--- src/sms_notice_parser_defines.svh ---
// Assertion macros used by the SMS notice parser controller
`ifndef SMS_NOTICE_PARSER_DEFINES_SVH
`define SMS_NOTICE_PARSER_DEFINES_SVH

// same-cycle implication, disabled while in reset
`define SNP_ASSERT_IMP(label, clk, rst_n, ante, cons, msg) \
    label: assert property (@(posedge clk) disable iff (!rst_n) (ante) |-> (cons)) \
        else $error(msg);

// next-cycle implication, disabled while in reset
`define SNP_ASSERT_NXT(label, clk, rst_n, ante, cons, msg) \
    label: assert property (@(posedge clk) disable iff (!rst_n) (ante) |=> (cons)) \
        else $error(msg);

`endif

--- src/snp_pkg.sv ---
// Types, constants and helpers for the SMS notice parser
`timescale 1ns / 1ps

package snp_pkg;

    localparam int BYTE_W       = 8;
    localparam int IDX_W        = 4;
    localparam int POS_W        = 5;
    localparam int MSG_W        = 7;
    localparam int OUT_TDATA_W  = 16;
    localparam int RESULT_COUNT = 10;
    localparam int KEY_LEN      = 5;

    localparam int DEF_PHONE_LEN  = 13;
    localparam int DEF_PREFIX_LEN = 3;
    localparam int DEF_MSG_MAX    = 100;

    localparam logic [BYTE_W-1:0] CH_QUOTE = 8'h22;
    localparam logic [BYTE_W-1:0] CH_LF    = 8'h0A;

    typedef enum logic [2:0] {
        ST_WAIT,
        ST_NUMBER,
        ST_SKIP,
        ST_TEXT,
        ST_EMIT
    } t_state;

    typedef struct packed {
        logic             store_wr;
        logic             msg_step;
        logic             msg_close;
        logic             out_load;
        logic             out_last;
        logic [IDX_W-1:0] emit_idx;
    } t_cmd;

    typedef struct packed {
        logic is_quote;
        logic is_lf;
        logic out_free;
    } t_stat;

    function automatic logic [BYTE_W-1:0] keyword_char(input logic [2:0] idx);
        logic [BYTE_W-1:0] ch;
        case (idx)
            3'd0:    ch = 8'h74;
            3'd1:    ch = 8'h72;
            3'd2:    ch = 8'h61;
            3'd3:    ch = 8'h63;
            3'd4:    ch = 8'h6B;
            default: ch = 8'h00;
        endcase
        return ch;
    endfunction

endpackage

--- src/sms_notice_parser.sv ---
// The closing line feed moves the controller into ST_EMIT, which loads the first result
// into the output register once it is free. Throughput: one byte per cycle while parsing;
// ST_EMIT blocks input while ten results load, one per cycle while the output is free.
// The final result may wait in the output register while the next byte is taken.
// Reset: synchronous active low; clears phase, counters and output valid, not the number store.
`timescale 1ns / 1ps

module sms_notice_parser #(
    parameter int PHONE_LEN  = snp_pkg::DEF_PHONE_LEN,
    parameter int PREFIX_LEN = snp_pkg::DEF_PREFIX_LEN,
    parameter int MSG_MAX    = snp_pkg::DEF_MSG_MAX
) (
    input  logic                             i_clk,
    input  logic                             i_rst_n,
    input  logic                             s_axis_tvalid,
    output logic                             s_axis_tready,
    input  logic [snp_pkg::BYTE_W-1:0]       s_axis_tdata,  // [7:0] rx_byte
    output logic                             m_axis_tvalid,
    input  logic                             m_axis_tready,
    output logic [snp_pkg::OUT_TDATA_W-1:0]  m_axis_tdata,  // [7:0] phone_char, [11:8] char_index
    output logic [0:0]                       m_axis_tuser,  // [0] is_track
    output logic                             m_axis_tlast
);
    import snp_pkg::*;

    localparam int AW = $clog2(PHONE_LEN);

    t_cmd          w_cmd;
    t_stat         w_stat;
    logic [AW-1:0] w_store_idx;
    logic          w_track;

    snp_ctrl #(
        .PHONE_LEN (PHONE_LEN),
        .AW        (AW)
    ) u_ctrl (
        .i_clk       (i_clk),
        .i_rst_n     (i_rst_n),
        .i_in_valid  (s_axis_tvalid),
        .o_in_ready  (s_axis_tready),
        .i_stat      (w_stat),
        .o_cmd       (w_cmd),
        .o_store_idx (w_store_idx)
    );

    snp_datapath #(
        .PHONE_LEN  (PHONE_LEN),
        .PREFIX_LEN (PREFIX_LEN),
        .MSG_MAX    (MSG_MAX),
        .AW         (AW)
    ) u_datapath (
        .i_clk       (i_clk),
        .i_rst_n     (i_rst_n),
        .i_byte      (s_axis_tdata),
        .i_store_idx (w_store_idx),
        .i_cmd       (w_cmd),
        .o_stat      (w_stat),
        .i_out_ready (m_axis_tready),
        .o_out_valid (m_axis_tvalid),
        .o_out_data  (m_axis_tdata),
        .o_out_track (w_track),
        .o_out_last  (m_axis_tlast)
    );

    assign m_axis_tuser = w_track;

endmodule

--- src/snp_datapath.sv ---
// Datapath: number store, message checks and result register
`timescale 1ns / 1ps

module snp_datapath #(
    parameter int PHONE_LEN  = snp_pkg::DEF_PHONE_LEN,
    parameter int PREFIX_LEN = snp_pkg::DEF_PREFIX_LEN,
    parameter int MSG_MAX    = snp_pkg::DEF_MSG_MAX,
    parameter int AW         = $clog2(PHONE_LEN)
) (
    input  logic                             i_clk,
    input  logic                             i_rst_n,
    input  logic [snp_pkg::BYTE_W-1:0]       i_byte,
    input  logic [AW-1:0]                    i_store_idx,
    input  snp_pkg::t_cmd                    i_cmd,
    output snp_pkg::t_stat                   o_stat,
    input  logic                             i_out_ready,
    output logic                             o_out_valid,
    output logic [snp_pkg::OUT_TDATA_W-1:0]  o_out_data,
    output logic                             o_out_track,
    output logic                             o_out_last
);
    import snp_pkg::*;

    logic [BYTE_W-1:0] r_store [PHONE_LEN];
    logic [MSG_W-1:0]  r_msg_cnt;
    logic              r_key_ok;
    logic              r_match;
    logic              r_valid;
    logic [BYTE_W-1:0] r_char;
    logic [IDX_W-1:0]  r_idx;
    logic              r_track;
    logic              r_last;

    logic [POS_W-1:0]  n_pos;
    logic              n_key_miss;

    assign n_pos      = POS_W'(PREFIX_LEN) + POS_W'(i_cmd.emit_idx);
    assign n_key_miss = (r_msg_cnt < MSG_W'(KEY_LEN)) &&
                        (i_byte != keyword_char(r_msg_cnt[2:0]));

    assign o_stat.is_quote = (i_byte == CH_QUOTE);
    assign o_stat.is_lf    = (i_byte == CH_LF);
    assign o_stat.out_free = !r_valid || i_out_ready;

    always_ff @(posedge i_clk) begin
        if (i_cmd.store_wr) begin
            r_store[i_store_idx] <= i_byte;
        end
    end

    always_ff @(posedge i_clk) begin
        if (!i_rst_n) begin
            r_msg_cnt <= '0;
            r_key_ok  <= 1'b1;
            r_match   <= 1'b0;
        end else if (i_cmd.msg_close) begin
            r_match   <= r_key_ok && (r_msg_cnt == MSG_W'(KEY_LEN + 1));
            r_msg_cnt <= '0;
            r_key_ok  <= 1'b1;
        end else if (i_cmd.msg_step) begin
            if (n_key_miss) begin
                r_key_ok <= 1'b0;
            end
            if (r_msg_cnt < MSG_W'(MSG_MAX)) begin
                r_msg_cnt <= r_msg_cnt + 1'b1;
            end
        end
    end

    always_ff @(posedge i_clk) begin
        if (!i_rst_n) begin
            r_valid <= 1'b0;
        end else if (i_cmd.out_load) begin
            r_valid <= 1'b1;
        end else if (i_out_ready) begin
            r_valid <= 1'b0;
        end
    end

    always_ff @(posedge i_clk) begin
        if (i_cmd.out_load) begin
            r_char  <= (n_pos < POS_W'(PHONE_LEN)) ? r_store[n_pos[AW-1:0]] : '0;
            r_idx   <= i_cmd.emit_idx;
            r_track <= r_match;
            r_last  <= i_cmd.out_last;
        end
    end

    assign o_out_valid = r_valid;
    assign o_out_data  = {{(OUT_TDATA_W - BYTE_W - IDX_W){1'b0}}, r_idx, r_char};
    assign o_out_track = r_track;
    assign o_out_last  = r_last;

endmodule

--- src/snp_ctrl.sv ---
// Controller: parse phase state machine, store address and result sequencing
`timescale 1ns / 1ps
`include "sms_notice_parser_defines.svh"

module snp_ctrl #(
    parameter int PHONE_LEN = snp_pkg::DEF_PHONE_LEN,
    parameter int AW        = $clog2(PHONE_LEN)
) (
    input  logic           i_clk,
    input  logic           i_rst_n,
    input  logic           i_in_valid,
    output logic           o_in_ready,
    input  snp_pkg::t_stat i_stat,
    output snp_pkg::t_cmd  o_cmd,
    output logic [AW-1:0]  o_store_idx
);
    import snp_pkg::*;

    t_state           r_state,     n_state;
    logic [AW-1:0]    r_phone_idx, n_phone_idx;
    logic [IDX_W-1:0] r_emit_idx,  n_emit_idx;
    logic             n_accept;

    always_ff @(posedge i_clk) begin
        if (!i_rst_n) begin
            r_state     <= ST_WAIT;
            r_phone_idx <= '0;
            r_emit_idx  <= '0;
        end else begin
            r_state     <= n_state;
            r_phone_idx <= n_phone_idx;
            r_emit_idx  <= n_emit_idx;
        end
    end

    always_comb begin
        n_state     = r_state;
        n_phone_idx = r_phone_idx;
        n_emit_idx  = r_emit_idx;
        o_in_ready  = (r_state != ST_EMIT);
        n_accept    = i_in_valid && o_in_ready;
        o_cmd       = '0;
        o_cmd.emit_idx = r_emit_idx;
        case (r_state)
            ST_WAIT: begin
                if (n_accept && i_stat.is_quote) begin
                    n_state = ST_NUMBER;
                end
            end
            ST_NUMBER: begin
                if (n_accept) begin
                    o_cmd.store_wr = 1'b1;
                    if (r_phone_idx == AW'(PHONE_LEN - 1)) begin
                        n_phone_idx = '0;
                        n_state     = ST_SKIP;
                    end else begin
                        n_phone_idx = r_phone_idx + 1'b1;
                    end
                end
            end
            ST_SKIP: begin
                if (n_accept && i_stat.is_lf) begin
                    n_state = ST_TEXT;
                end
            end
            ST_TEXT: begin
                if (n_accept) begin
                    if (i_stat.is_lf) begin
                        o_cmd.msg_close = 1'b1;
                        n_emit_idx      = '0;
                        n_state         = ST_EMIT;
                    end else begin
                        o_cmd.msg_step = 1'b1;
                    end
                end
            end
            ST_EMIT: begin
                if (i_stat.out_free) begin
                    o_cmd.out_load = 1'b1;
                    if (r_emit_idx == IDX_W'(RESULT_COUNT - 1)) begin
                        o_cmd.out_last = 1'b1;
                        n_emit_idx     = '0;
                        n_state        = ST_WAIT;
                    end else begin
                        n_emit_idx = r_emit_idx + 1'b1;
                    end
                end
            end
            default: begin
                n_state = ST_WAIT;
            end
        endcase
    end

    assign o_store_idx = r_phone_idx;

    `SNP_ASSERT_NXT(a_last_ends_run, i_clk, i_rst_n, o_cmd.out_load && o_cmd.out_last, r_state == ST_WAIT, "final result did not return to quote wait")
    `SNP_ASSERT_IMP(a_store_idx_range, i_clk, i_rst_n, 1'b1, r_phone_idx <= AW'(PHONE_LEN - 1), "number store index out of range")
    `SNP_ASSERT_NXT(a_close_starts_emit, i_clk, i_rst_n, (r_state == ST_TEXT) && n_accept && i_stat.is_lf, (r_state == ST_EMIT) && (r_emit_idx == '0), "closing line feed did not start result run")

endmodule
--- config.mk ---
export PLATFORM = sky130hd
export DESIGN_NAME = sms_notice_parser
export DESIGN_NICKNAME = d
export VERILOG_FILES = /design/src/snp_pkg.sv /design/src/sms_notice_parser.sv /design/src/snp_datapath.sv /design/src/snp_ctrl.sv
export VERILOG_INCLUDE_DIRS = /design/src /design/src/src
export SDC_FILE = /design/constraint.sdc
export NUM_CORES = 1
export LEC_CHECK = 0
export ABC_CLOCK_PERIOD_IN_PS = 4000
export BUFFER_PORTS_ARGS = -buffer_cell sky130_fd_sc_hd__buf_2
export CAP_MARGIN = 30
export CORE_ASPECT_RATIO = 0.7
export CORE_MARGIN = 4
export CORE_UTILIZATION = 60
export DETAILED_ROUTE_END_ITERATION = 10
export PLACE_DENSITY = 0.88
export SLEW_MARGIN = 30
export SYNTH_ARGS = -nofsm -noshare
export SYNTH_HDL_FRONTEND = slang
export SYNTH_SLANG_ARGS = --single-unit
--- constraint.sdc ---
create_clock -name i_clk -period 4 [get_ports i_clk]
set_input_delay 0.2 -clock i_clk [delete_from_list [all_inputs] [get_ports i_clk]]
set_output_delay 0.2 -clock i_clk [all_outputs]
set_load 0.01 [all_outputs]
==> results of run 1 <==
==> critical path, cell delays in order, from the launching register on <==
cell and delay (ns):
dfxtp_1 0.43, inv_1 0.12, ha_1 0.88, mux4_2 0.43
a211oi_1 0.47, a211oi_1 0.10
==> layer usage <==
| layer | global-route usage | share of wire |
|---|---|---|
| met5 | 0 | 0 |
| met4 | 0.0935 | 0.023 |
| met3 | 0.0588 | 0.086 |
| met2 | 0.324 | 0.46 |
| met1 | 0.325 | 0.43 |
==> sequential cells by signal, indices dropped and copies added, names as in the netlist <==
register and flops:
u_datapath.o_out_valid 1, u_datapath.o_out_last 1, u_ctrl.r_state 3, u_ctrl.o_store_idx 4, u_datapath.r_match 1, u_datapath.r_char 8
u_datapath.r_msg_cnt 7, u_datapath.r_store 104, u_datapath.r_idx 4, u_datapath.o_out_track 1, u_ctrl.r_emit_idx 4, u_datapath.r_key_ok 1
==> logic make-up (layout without fill, tap and decap cells) <==
group                      after synthesis  count (layout)  share of synthesized area
AOI/OAI and AO/OA                       57              57                     0.0658
muxes                                   37              37                      0.119
xor gates and xnor gates                 9               9                     0.0141
adders and majority gates               11              11                     0.0225
buffers and inverters                   31              73                     0.0338
DFF                                    139             139                      0.649
other                                    1               4                   0.000614
and+or+nand+nor                        102             102                     0.0951
==> power by group <==
| group | internal [mW] | leakage [nW] | switching (mW) | total, mW |
|---|---|---|---|---|
| logic | 0.0153 | 0.906 | 0.0457 | 0.0610 |
| clock network | 0.933 | 0.279 | 0.630 | 1.56 |
| registers | 1.57 | 1.23 | 0.00382 | 1.58 |
| total | 2.52 | 2.41 | 0.680 | 3.20 |
==> how the worst max path moves through the flow <==
| stage | depth (start not counted) | end | slack, ns | from |
|---|---|---|---|---|
| floorplan | 9 | u_datapath.r_char[0] | 1.56 | u_ctrl.r_emit_idx[0] |
| global placement | 5 | u_datapath.r_char[5] | 1.43 | u_ctrl.r_emit_idx[1] |
| detailed placement | 7 | u_datapath.r_char[4] | 1.32 | u_ctrl.r_emit_idx[1] |
| CTS | 7 | u_datapath.r_char[0] | 1.26 | u_ctrl.r_emit_idx[1] |
| global route | 7 | u_datapath.r_char[4] | 1.14 | u_ctrl.r_emit_idx[1] |
| finish | 5 | u_datapath.r_char[5] | 1.27 | u_ctrl.r_emit_idx[1] |
==> synth_stat cells (all sizes together) (5+ instances only) <==
master and count:
clkbuf 6, and2b 5, inv 11, nor2 28
o21ai 14, a21oi 9, nand2 11, and3 9
xor2 6, mux2i 12, edfxtp 118, mux4 24
nor2b 8, nand4 6, buf 14, ha 11
a211oi 17, dfxtp 21, o21a 5, nand3 8
and2 10
==> area by class of cell <==
type / instances / area (sq um)
Clock inverter: 14 / 159
Sequential cell: 139 / 3960
Multi-Input combinational cell: 220 / 1950
Fill cell: 595 / 2930
Tap cell: 128 / 160
Inverter: 11 / 41.3
Clock buffer: 18 / 429
Timing Repair Buffer: 30 / 158
==> flow_metrics.py, run 1 <==
metrics = {
    "cts": {
        "post_cts_buffers": 0,
        "cts_tree": "done",
        "post_cts_resized": 0,
        "ctsHoldBuffers": 0,
        "cts_buffers": 17,
        "clk_pin_slew_worst_paths_ns": 0.06,
        "clock_path_buffers": 2,
        "cts_max_level": 4,
        "clock_sinks": 139,
        "insertion_delay_ns": 0.42,
        "root_buffer": "clkbuf_16",
    },
    "route": {
        "vias": 3561,
        "drt_iter0_markers": 462,
        "drt-total-wl_um": 12700,
        "drtPass1Iterations": 5,
        "avgViaCountPerCell": 6.36,
        "ant_nets": 0,
        "drcViolationCount": 0,
        "routedWlPerCell_um": 22.7,
    },
    "placement": {
        "dp_hpwl_um": 8240,
        "io_buffers": 27,
        "routabilityCongestion": 0.852,
        "dp_cells": 528,
        "pre_cts_ws_ns": 1.32,
        "placed_area_sq_mm": 0.00628,
    },
    "critical_path": {
        "r2r-start": "u_ctrl.r_emit_idx[1]",
        "critPathArrivalTime_ns": 2.85,
        "worst-endpoint-required_ns": 4.12,
        "reg2reg_depth": 5,
        "crit_fanout": 20,
        "crit_path_end_kind": "flop",
        "worstSetupStartpointType": "flop",
        "path_class": "flop to flop",
        "r2r-end": "u_datapath.r_char[5]",
        "r2r_setup_slack_ns": 1.27,
    },
    "timing": {
        "min_period_ns": 2.73,
        "max_freq_mhz": 367,
        "setup_slack_ns": 1.27,
        "rsz0062_at_grt": "no",
        "tightest_slew_ns": 0.920,
        "fin_skew_ns": 0.00928,
        "period_share": 0.681,
        "report.final.setup_viol": 0,
        "drv_slew": 0,
        "setup_tns_ns": 0,
        "holdWs_ns": 0.129,
        "relSlewSlack": 0.384,
        "final-hold-violation-count": 0,
    },
    "yosys": {
        "ys.flop_type": "edfxtp_1",
        "yosys_warnings": 0,
        "synth.avg_cell_area_sq_um": 15.8,
        "yosysUniqueCellTypes": 55,
        "synth.area.top_cells": "edfxtp_1, dfxtp_1, mux4_1",
        "yosysSeqAreaShare": 0.649,
        "synth_cells": 387,
        "ys_ff_latch": 139,
        "synthArstFlopShare": 0,
        "synth.cell_area_sq_mm": 0.00610,
        "synth_enable_flop_cells": 118,
        "synth_top_area_frac": 0.580,
        "yosys.area.top_type": "edfxtp_1",
    },
    "die": {
        "die_x_um": 129,
        "die_area_sq_mm": 0.0119,
        "io-pin-count": 32,
        "rows": 30,
        "start_util": 0.623,
        "die_h_um": 92.4,
        "core_area_sq_mm": 0.00980,
    },
    "grt": {
        "track_usage": 0.224,
        "grt_pass1_wl_um": 19300,
        "grt_max_degree": 32,
        "overflow": 0,
        "antenna_found_initial": 0,
        "grt_pass1_vias": 3363,
    },
    "finish": {
        "diodes": 0,
        "drive_above_1_share": 0.190,
        "synthToLayoutAreaGrowth_pct": 12.4,
        "finalNonFillerCells": 560,
        "final_core_util": 0.701,
        "layout_common_cells": "edfxtp_1, nor2_1, buf_2",
        "fin_area_sq_mm": 0.00686,
        "fin_nets": 442,
        "final_common_cell": "edfxtp_1",
    },
    "power_and_ir_drop": {
        "leakage_nw": 2.41,
        "pwr_density_cell_mw_per_mm2": 466,
        "ir_worst_vdd_mv": 0.245,
        "p_total_mw": 3.20,
    },
    "run": {
        "maxCapViolCount": 0,
    },
    "min_path": {
        "hp-class": "primary input to flop",
        "holdPathEnd": "u_datapath.o_out_valid",
        "hold_depth": 3,
        "holdCritStartpoint": "m_axis_tready",
    },
    "outcome": {
        "run_status": "completed",
    },
}
Note: power is estimated with default switching activity, not from simulation.
==> run 2, diff against run 1 <==
- ABC_AREA: default -> 1
- ABC_CLOCK_PERIOD_IN_PS: 4000 -> 2600
- clock period: 4 -> 2.6 ns (I/O delays scaled with it)
==> run 2 against run 1 <==
Net effect:
- via count up 37%
- flip-flop and latch count is the same
- power grew 61%
- highest routed layer unchanged
- critical path type unchanged
- clock skew down 0.00059 ns
- combinational power increased to 4.8 times the previous value
- global-route usage is 4.9 points higher
- largest cell class unchanged
- sequential power grew 56%
- sequential share of layout area is 2.7 points lower
- maximum frequency up 16%
- clock power up 53%
- area after synthesis is 4.0% higher
- synthesized cell count increased by 65%
==> flow_metrics.py, run 2 <==
metrics = {
    "cts": {
        "root_buffer": "clkbuf_16",
        "post_cts_buffers": 0,
        "insertion_delay_ns": 0.43,
        "cts_tree": "done",
        "ctsHoldBuffers": 0,
        "clock_path_buffers": 2,
        "clk_pin_slew_worst_paths_ns": 0.06,
        "cts_max_level": 4,
        "post_cts_resized": 0,
        "cts_buffers": 17,
        "clock_sinks": 139,
    },
    "timing": {
        "max_freq_mhz": 424,
        "tightest_slew_ns": 0.843,
        "period_share": 0.907,
        "relSlewSlack": 0.436,
        "setup_tns_ns": 0,
        "setup_slack_ns": 0.241,
        "min_period_ns": 2.36,
        "report.final.setup_viol": 0,
        "drv_slew": 0,
        "final-hold-violation-count": 0,
        "fin_skew_ns": 0.00869,
        "rsz0062_at_grt": "no",
    },
    "run": {
        "maxCapViolCount": 0,
    },
    "grt": {
        "grt_max_degree": 56,
        "track_usage": 0.273,
        "overflow": 0,
        "antenna_found_initial": 0,
        "grt_pass1_wl_um": 24700,
        "grt_pass1_vias": 4725,
    },
    "yosys": {
        "synth_top_area_frac": 0.558,
        "yosysSeqAreaShare": 0.624,
        "yosys_warnings": 0,
        "ys.flop_type": "edfxtp_1",
        "synthArstFlopShare": 0,
        "synth.cell_area_sq_mm": 0.00635,
        "yosys.area.top_type": "edfxtp_1",
        "synth_cells": 639,
        "ys_ff_latch": 139,
        "yosysUniqueCellTypes": 33,
        "synth_common_cells": "nand2_1, edfxtp_1, nor2_1",
        "synth.most_common_cell": "nand2_1",
        "synth.avg_cell_area_sq_um": 9.94,
        "synth_enable_flop_cells": 118,
        "synth.area.top_cells": "edfxtp_1, nand2_1, dfxtp_1",
    },
    "route": {
        "routedWlPerCell_um": 19.4,
        "drtPass1Iterations": 6,
        "vias": 4893,
        "ant_nets": 0,
        "drt_iter0_markers": 780,
        "drt-total-wl_um": 16000,
        "drcViolationCount": 0,
        "avgViaCountPerCell": 5.94,
    },
    "critical_path": {
        "path_class": "flop to flop",
        "path_buf_inv": 2,
        "critPathArrivalTime_ns": 2.64,
        "critical-path-top-delay-family": "compound AO/OA/AOI/OAI gates",
        "crit_fanout": 31,
        "crit_chain": "inv_1 > ha_1 > buf_4 > o21ai_0 > o21ai_0 > nand2_1 > nand2_1 > nand2_1 > a21oi_2",
        "crit_path_end_kind": "flop",
        "worstSetupStartpointType": "flop",
        "max_stage_delay_ns": 0.40,
        "crit_path_top_delay_cell": "dfxtp_1",
        "worst-endpoint-required_ns": 2.89,
        "crit_top_cell": "nand2_1",
    },
    "finish": {
        "final_common_cell": "nand2_1",
        "largest-register": "u_datapath.r_store",
        "reg_top3": "u_datapath.r_store: 104 flops, u_datapath.r_char: 8 flops, u_datapath.r_msg_cnt: 7 flops",
        "synthToLayoutAreaGrowth_pct": 13.5,
        "drive_above_1_share": 0.140,
        "fin_nets": 702,
        "final_core_util": 0.699,
        "diodes": 0,
        "largest_reg_flops": 104,
        "layout_common_cells": "nand2_1, edfxtp_1, nor2_1",
    },
    "die": {
        "die_x_um": 131,
        "rows": 31,
        "start_util": 0.615,
        "die_area_sq_mm": 0.0123,
        "core_area_sq_mm": 0.0103,
        "io-pin-count": 32,
        "die_h_um": 94.1,
    },
    "placement": {
        "routabilityCongestion": 0.892,
        "dp_hpwl_um": 9720,
        "io_buffers": 27,
        "pre_cts_ws_ns": 0.402,
    },
    "min_path": {
        "hp-class": "primary input to flop",
    },
    "power_and_ir_drop": {
        "power.switching_mw": 1.21,
        "pwr_density_cell_mw_per_mm2": 715,
        "leakage_nw": 2.84,
        "p_comb_frac": 0.057,
        "seqPwrFrac": 0.480,
        "power_switching_share": 0.235,
        "p_int_mw": 3.94,
        "p_clk_frac": 0.463,
        "ir_worst_vdd_mv": 0.519,
    },
    "outcome": {
        "run_status": "completed",
    },
}
[run 2: cell count changes after synthesis, moves of 8 or more]
cell and delta:
nand2_1 +140, nor2_1 +78, o21ai_0 +43, inv_1 +33
a21oi_1 +19, a211oi_1 -17, mux4_1 -14, nand3_1 +14
mux2i_1 -12, and2_1 -10, mux4_2 -10, and3_1 -9
nor3_1 +9, nor2b_1 -8
[run 2: tightest hold or removal path: stages]
cell,delay [ns]
buf_2,0.17
nand2_1,0.09
nor2_1,0.04
[run 2: power by group through the flow]
stage	Sequential [mW]	Clock [mW]	Combinational, mW
after global placement	2.52	0	0.261
after floorplan	2.51	0	0.183
after detailed placement	2.52	0	0.278
final	2.47	2.38	0.294
after CTS	2.47	2.37	0.284
after global routing	2.48	2.49	0.321
[run 2: path summary, 6_finish.rpt]
| kind | start | to | slack (ns) | cells past startpoint |
|---|---|---|---|---|
| setup reg to reg | u_ctrl.r_emit_idx[1] | u_datapath.r_char[5] | 0.24 | 9 |
| hold / removal | i_rst_n | u_ctrl.r_state[0] | 0.05 | 3 |
| setup / recovery | u_ctrl.r_emit_idx[1] | u_datapath.r_char[5] | 0.24 | 9 |
| hold reg to reg | u_datapath.r_match | u_datapath.o_out_track | 0.45 | 0 |
[run 2: area by class of cell]
class | count | area [sq um]
sequential | 139 | 3960
fill | 675 | 3110
multi-input combinational | 430 | 2070
clock buffer | 19 | 433
timing repair buffer | 42 | 248
inverter | 49 | 186
tap | 132 | 165
clock inverter | 13 | 145
[run 2: stage by stage]
step | instances | area (sq um) | power, mW | hold WS (ns)
detailed placement | 792 | 6630 | 2.80 | 0.436
global route | 824 | 7210 | 5.28 | 0.0568
finish | 824 | 7210 | 5.15 | 0.0537
CTS | 824 | 7210 | 5.12 | 0.0363
global placement | 792 | 6630 | 2.78 | 0.428
floorplan | 642 | 6360 | 2.70 | 0.229
[run 2: layer usage]
| layer | vias to the layer above | GRT usage | wire [um] |
|---|---|---|---|
| met3 | 49 | 0.0727 | 1750 |
| met4 | 0 | 0.116 | 435 |
| met2 | 344 | 0.417 | 7480 |
| li1 | 2218 | - | - |
| met1 | 2282 | 0.370 | 6300 |
| met5 | - | 0 | 0 |
[run 2: kinds of logic after synthesis]
family | count (synthesis) | synth area share
buffers and inverters | 73 | 0.0522
other | 1 | 0.000591
xor gates and xnor gates | 8 | 0.0152
adders and majority gates | 11 | 0.0217
DFF | 139 | 0.624
AOI/OAI and AO/OA | 100 | 0.0879
and+or+nand+nor | 307 | 0.198
==> run 3, diff against run 2 <==
- MAX_ROUTING_LAYER: default -> met4
==> run 3 against run 2 <==
Net effect:
- die area is the same
- via count increased by 1.4%
- hold slack got worse by 0.0022 ns
- utilization is the same
- critical path depth unchanged
- sequential share of layout area unchanged
- count of clock-buffer cells in the layout is the same
- global-route usage is 0.74 points higher
- clock power is essentially flat
- non-clock buffer count unchanged
- critical endpoint unchanged
- largest cell class unchanged
==> flow_metrics.py, run 3 (synthesis results as in run 2) <==
metrics = {
    "placement": {
        "pre_cts_ws_ns": 0.402,
        "routabilityCongestion": 0.907,
        "dp_hpwl_um": 9720,
        "dp_cells": 792,
        "io_buffers": 27,
    },
    "grt": {
        "grt_max_degree": 56,
        "antenna_found_initial": 0,
        "grt_pass1_wl_um": 24700,
        "track_usage": 0.280,
        "overflow": 0,
        "grt_pass1_vias": 4724,
    },
    "route": {
        "vias": 4963,
        "wl_met2_um": 7450,
        "avgViaCountPerCell": 6.02,
        "drt_iter0_markers": 822,
        "drt-total-wl_um": 16000,
        "met3_length_um": 1980,
        "wl_met1_um": 6130,
        "drtPass1Iterations": 6,
        "routedWlPerCell_um": 19.4,
        "top_layer": "met4",
        "drcViolationCount": 0,
        "ant_nets": 0,
    },
    "critical_path": {
        "crit_path_end_kind": "flop",
        "path_class": "flop to flop",
        "r2r-start": "u_ctrl.r_emit_idx[1]",
        "crit_fanout": 31,
        "critPathArrivalTime_ns": 2.62,
        "path_buf_inv": 2,
        "crit_top_cell": "nand2_1",
        "crit_path_top_delay_cell": "dfxtp_1",
        "worst-endpoint-required_ns": 2.88,
        "max_stage_delay_ns": 0.40,
        "worstSetupStartpointType": "flop",
        "startpoint": "u_ctrl.r_emit_idx[1]",
        "critical-path-top-delay-family": "compound AO/OA/AOI/OAI gates",
        "crit_chain": "inv_1 > ha_1 > buf_4 > o21ai_0 > o21ai_0 > nand2_1 > nand2_1 > nand2_1 > a21oi_2",
    },
    "cts": {
        "post_cts_buffers": 0,
        "ctsHoldBuffers": 0,
        "root_buffer": "clkbuf_16",
        "insertion_delay_ns": 0.42,
        "clk_pin_slew_worst_paths_ns": 0.06,
        "cts_tree": "done",
        "cts_max_level": 4,
        "clock_path_buffers": 2,
        "cts_buffers": 17,
        "post_cts_resized": 0,
        "clock_sinks": 139,
    },
    "power_and_ir_drop": {
        "p_clk_frac": 0.462,
        "power_switching_share": 0.233,
        "p_comb_frac": 0.057,
        "p_total_mw": 5.14,
        "leakage_nw": 2.84,
        "pwr_density_cell_mw_per_mm2": 714,
        "p_int_mw": 3.94,
        "power.switching_mw": 1.20,
        "seqPwrFrac": 0.481,
        "ir_worst_vdd_mv": 0.519,
    },
    "die": {
        "start_util": 0.615,
        "io-pin-count": 32,
        "die_area_sq_mm": 0.0123,
        "rows": 31,
        "die_h_um": 94.1,
        "core_area_sq_mm": 0.0103,
        "die_x_um": 131,
    },
    "timing": {
        "max_freq_mhz": 427,
        "min_period_ns": 2.34,
        "final-hold-violation-count": 0,
        "drv_slew": 0,
        "tightest_slew_ns": 0.882,
        "period_share": 0.901,
        "rsz0062_at_grt": "no",
        "setup_tns_ns": 0,
        "setup_slack_ns": 0.257,
        "relSlewSlack": 0.410,
        "holdWs_ns": 0.0516,
        "report.final.setup_viol": 0,
        "fin_skew_ns": 0.00893,
    },
    "run": {
        "maxCapViolCount": 0,
    },
    "min_path": {
        "holdCritStartpoint": "i_rst_n",
        "hp-class": "primary input to flop",
    },
    "finish": {
        "layout_common_cells": "nand2_1, edfxtp_1, nor2_1",
        "reg_top3": "u_datapath.r_store: 104 flops, u_datapath.r_char: 8 flops, u_datapath.r_msg_cnt: 7 flops",
        "drive_above_1_share": 0.140,
        "synthToLayoutAreaGrowth_pct": 13.5,
        "fin_nets": 702,
        "final_common_cell": "nand2_1",
        "largest_reg_flops": 104,
        "largest-register": "u_datapath.r_store",
        "finalNonFillerCells": 824,
        "diodes": 0,
    },
    "outcome": {
        "run_status": "completed",
    },
}
-- run 3: cell counts in the layout (fill, tap and decap cells not counted) --
Identical to the previous run, type by type.
-- run 3: routing by layer --
| metal | GRT usage | vias to the layer above |
|---|---|---|
| met4 | 0.115 | 0 |
| li1 | - | 2223 |
| met2 | 0.413 | 384 |
| met1 | 0.372 | 2297 |
| met5 | - | - |
| met3 | 0.0733 | 59 |
-- run 3: cell type report --
cell class | count | area (sq um)
Sequential cell | 139 | 3960
Fill cell | 675 | 3110
Timing Repair Buffer | 42 | 248
Inverter | 49 | 186
Multi-Input combinational cell | 430 | 2070
Tap cell | 132 | 165
Clock buffer | 19 | 433
Clock inverter | 13 | 145
-- run 3: worst register-to-register path, stage by stage, from the launching register on --
cell and delay, ns:
dfxtp_1 0.40, inv_1 0.16, ha_1 0.35, buf_4 0.32, o21ai_0 0.17, o21ai_0 0.36, nand2_1 0.15, nand2_1 0.11
nand2_1 0.06, a21oi_2 0.14
-- run 3: power groups by stage --
stage	Clock, mW	Combinational [mW]	Sequential (mW)
detailed placement	0	0.278	2.52
CTS	2.37	0.284	2.47
global placement	0	0.261	2.52
finish	2.38	0.293	2.47
global route	2.49	0.321	2.48
floorplan	0	0.183	2.51
-- run 3: final timing paths --
| path | to | slack, ns | depth (start not counted) |
|---|---|---|---|
| worst max-delay path | u_datapath.r_char[5] | 0.26 | 9 |
| worst min-delay path | u_ctrl.r_state[0] | 0.05 | 3 |
| worst max register to register | u_datapath.r_char[5] | 0.26 | 9 |
| worst min register to register | u_datapath.r_key_ok | 0.46 | 2 |
-- run 3: through the flow --
step | util | instance area (sq um)
after floorplan | - | 6360
after global placement | 0.642 | 6630
after detailed placement | 0.642 | 6630
after CTS | 0.699 | 7210
after global routing | 0.699 | 7210
final | 0.699 | 7210
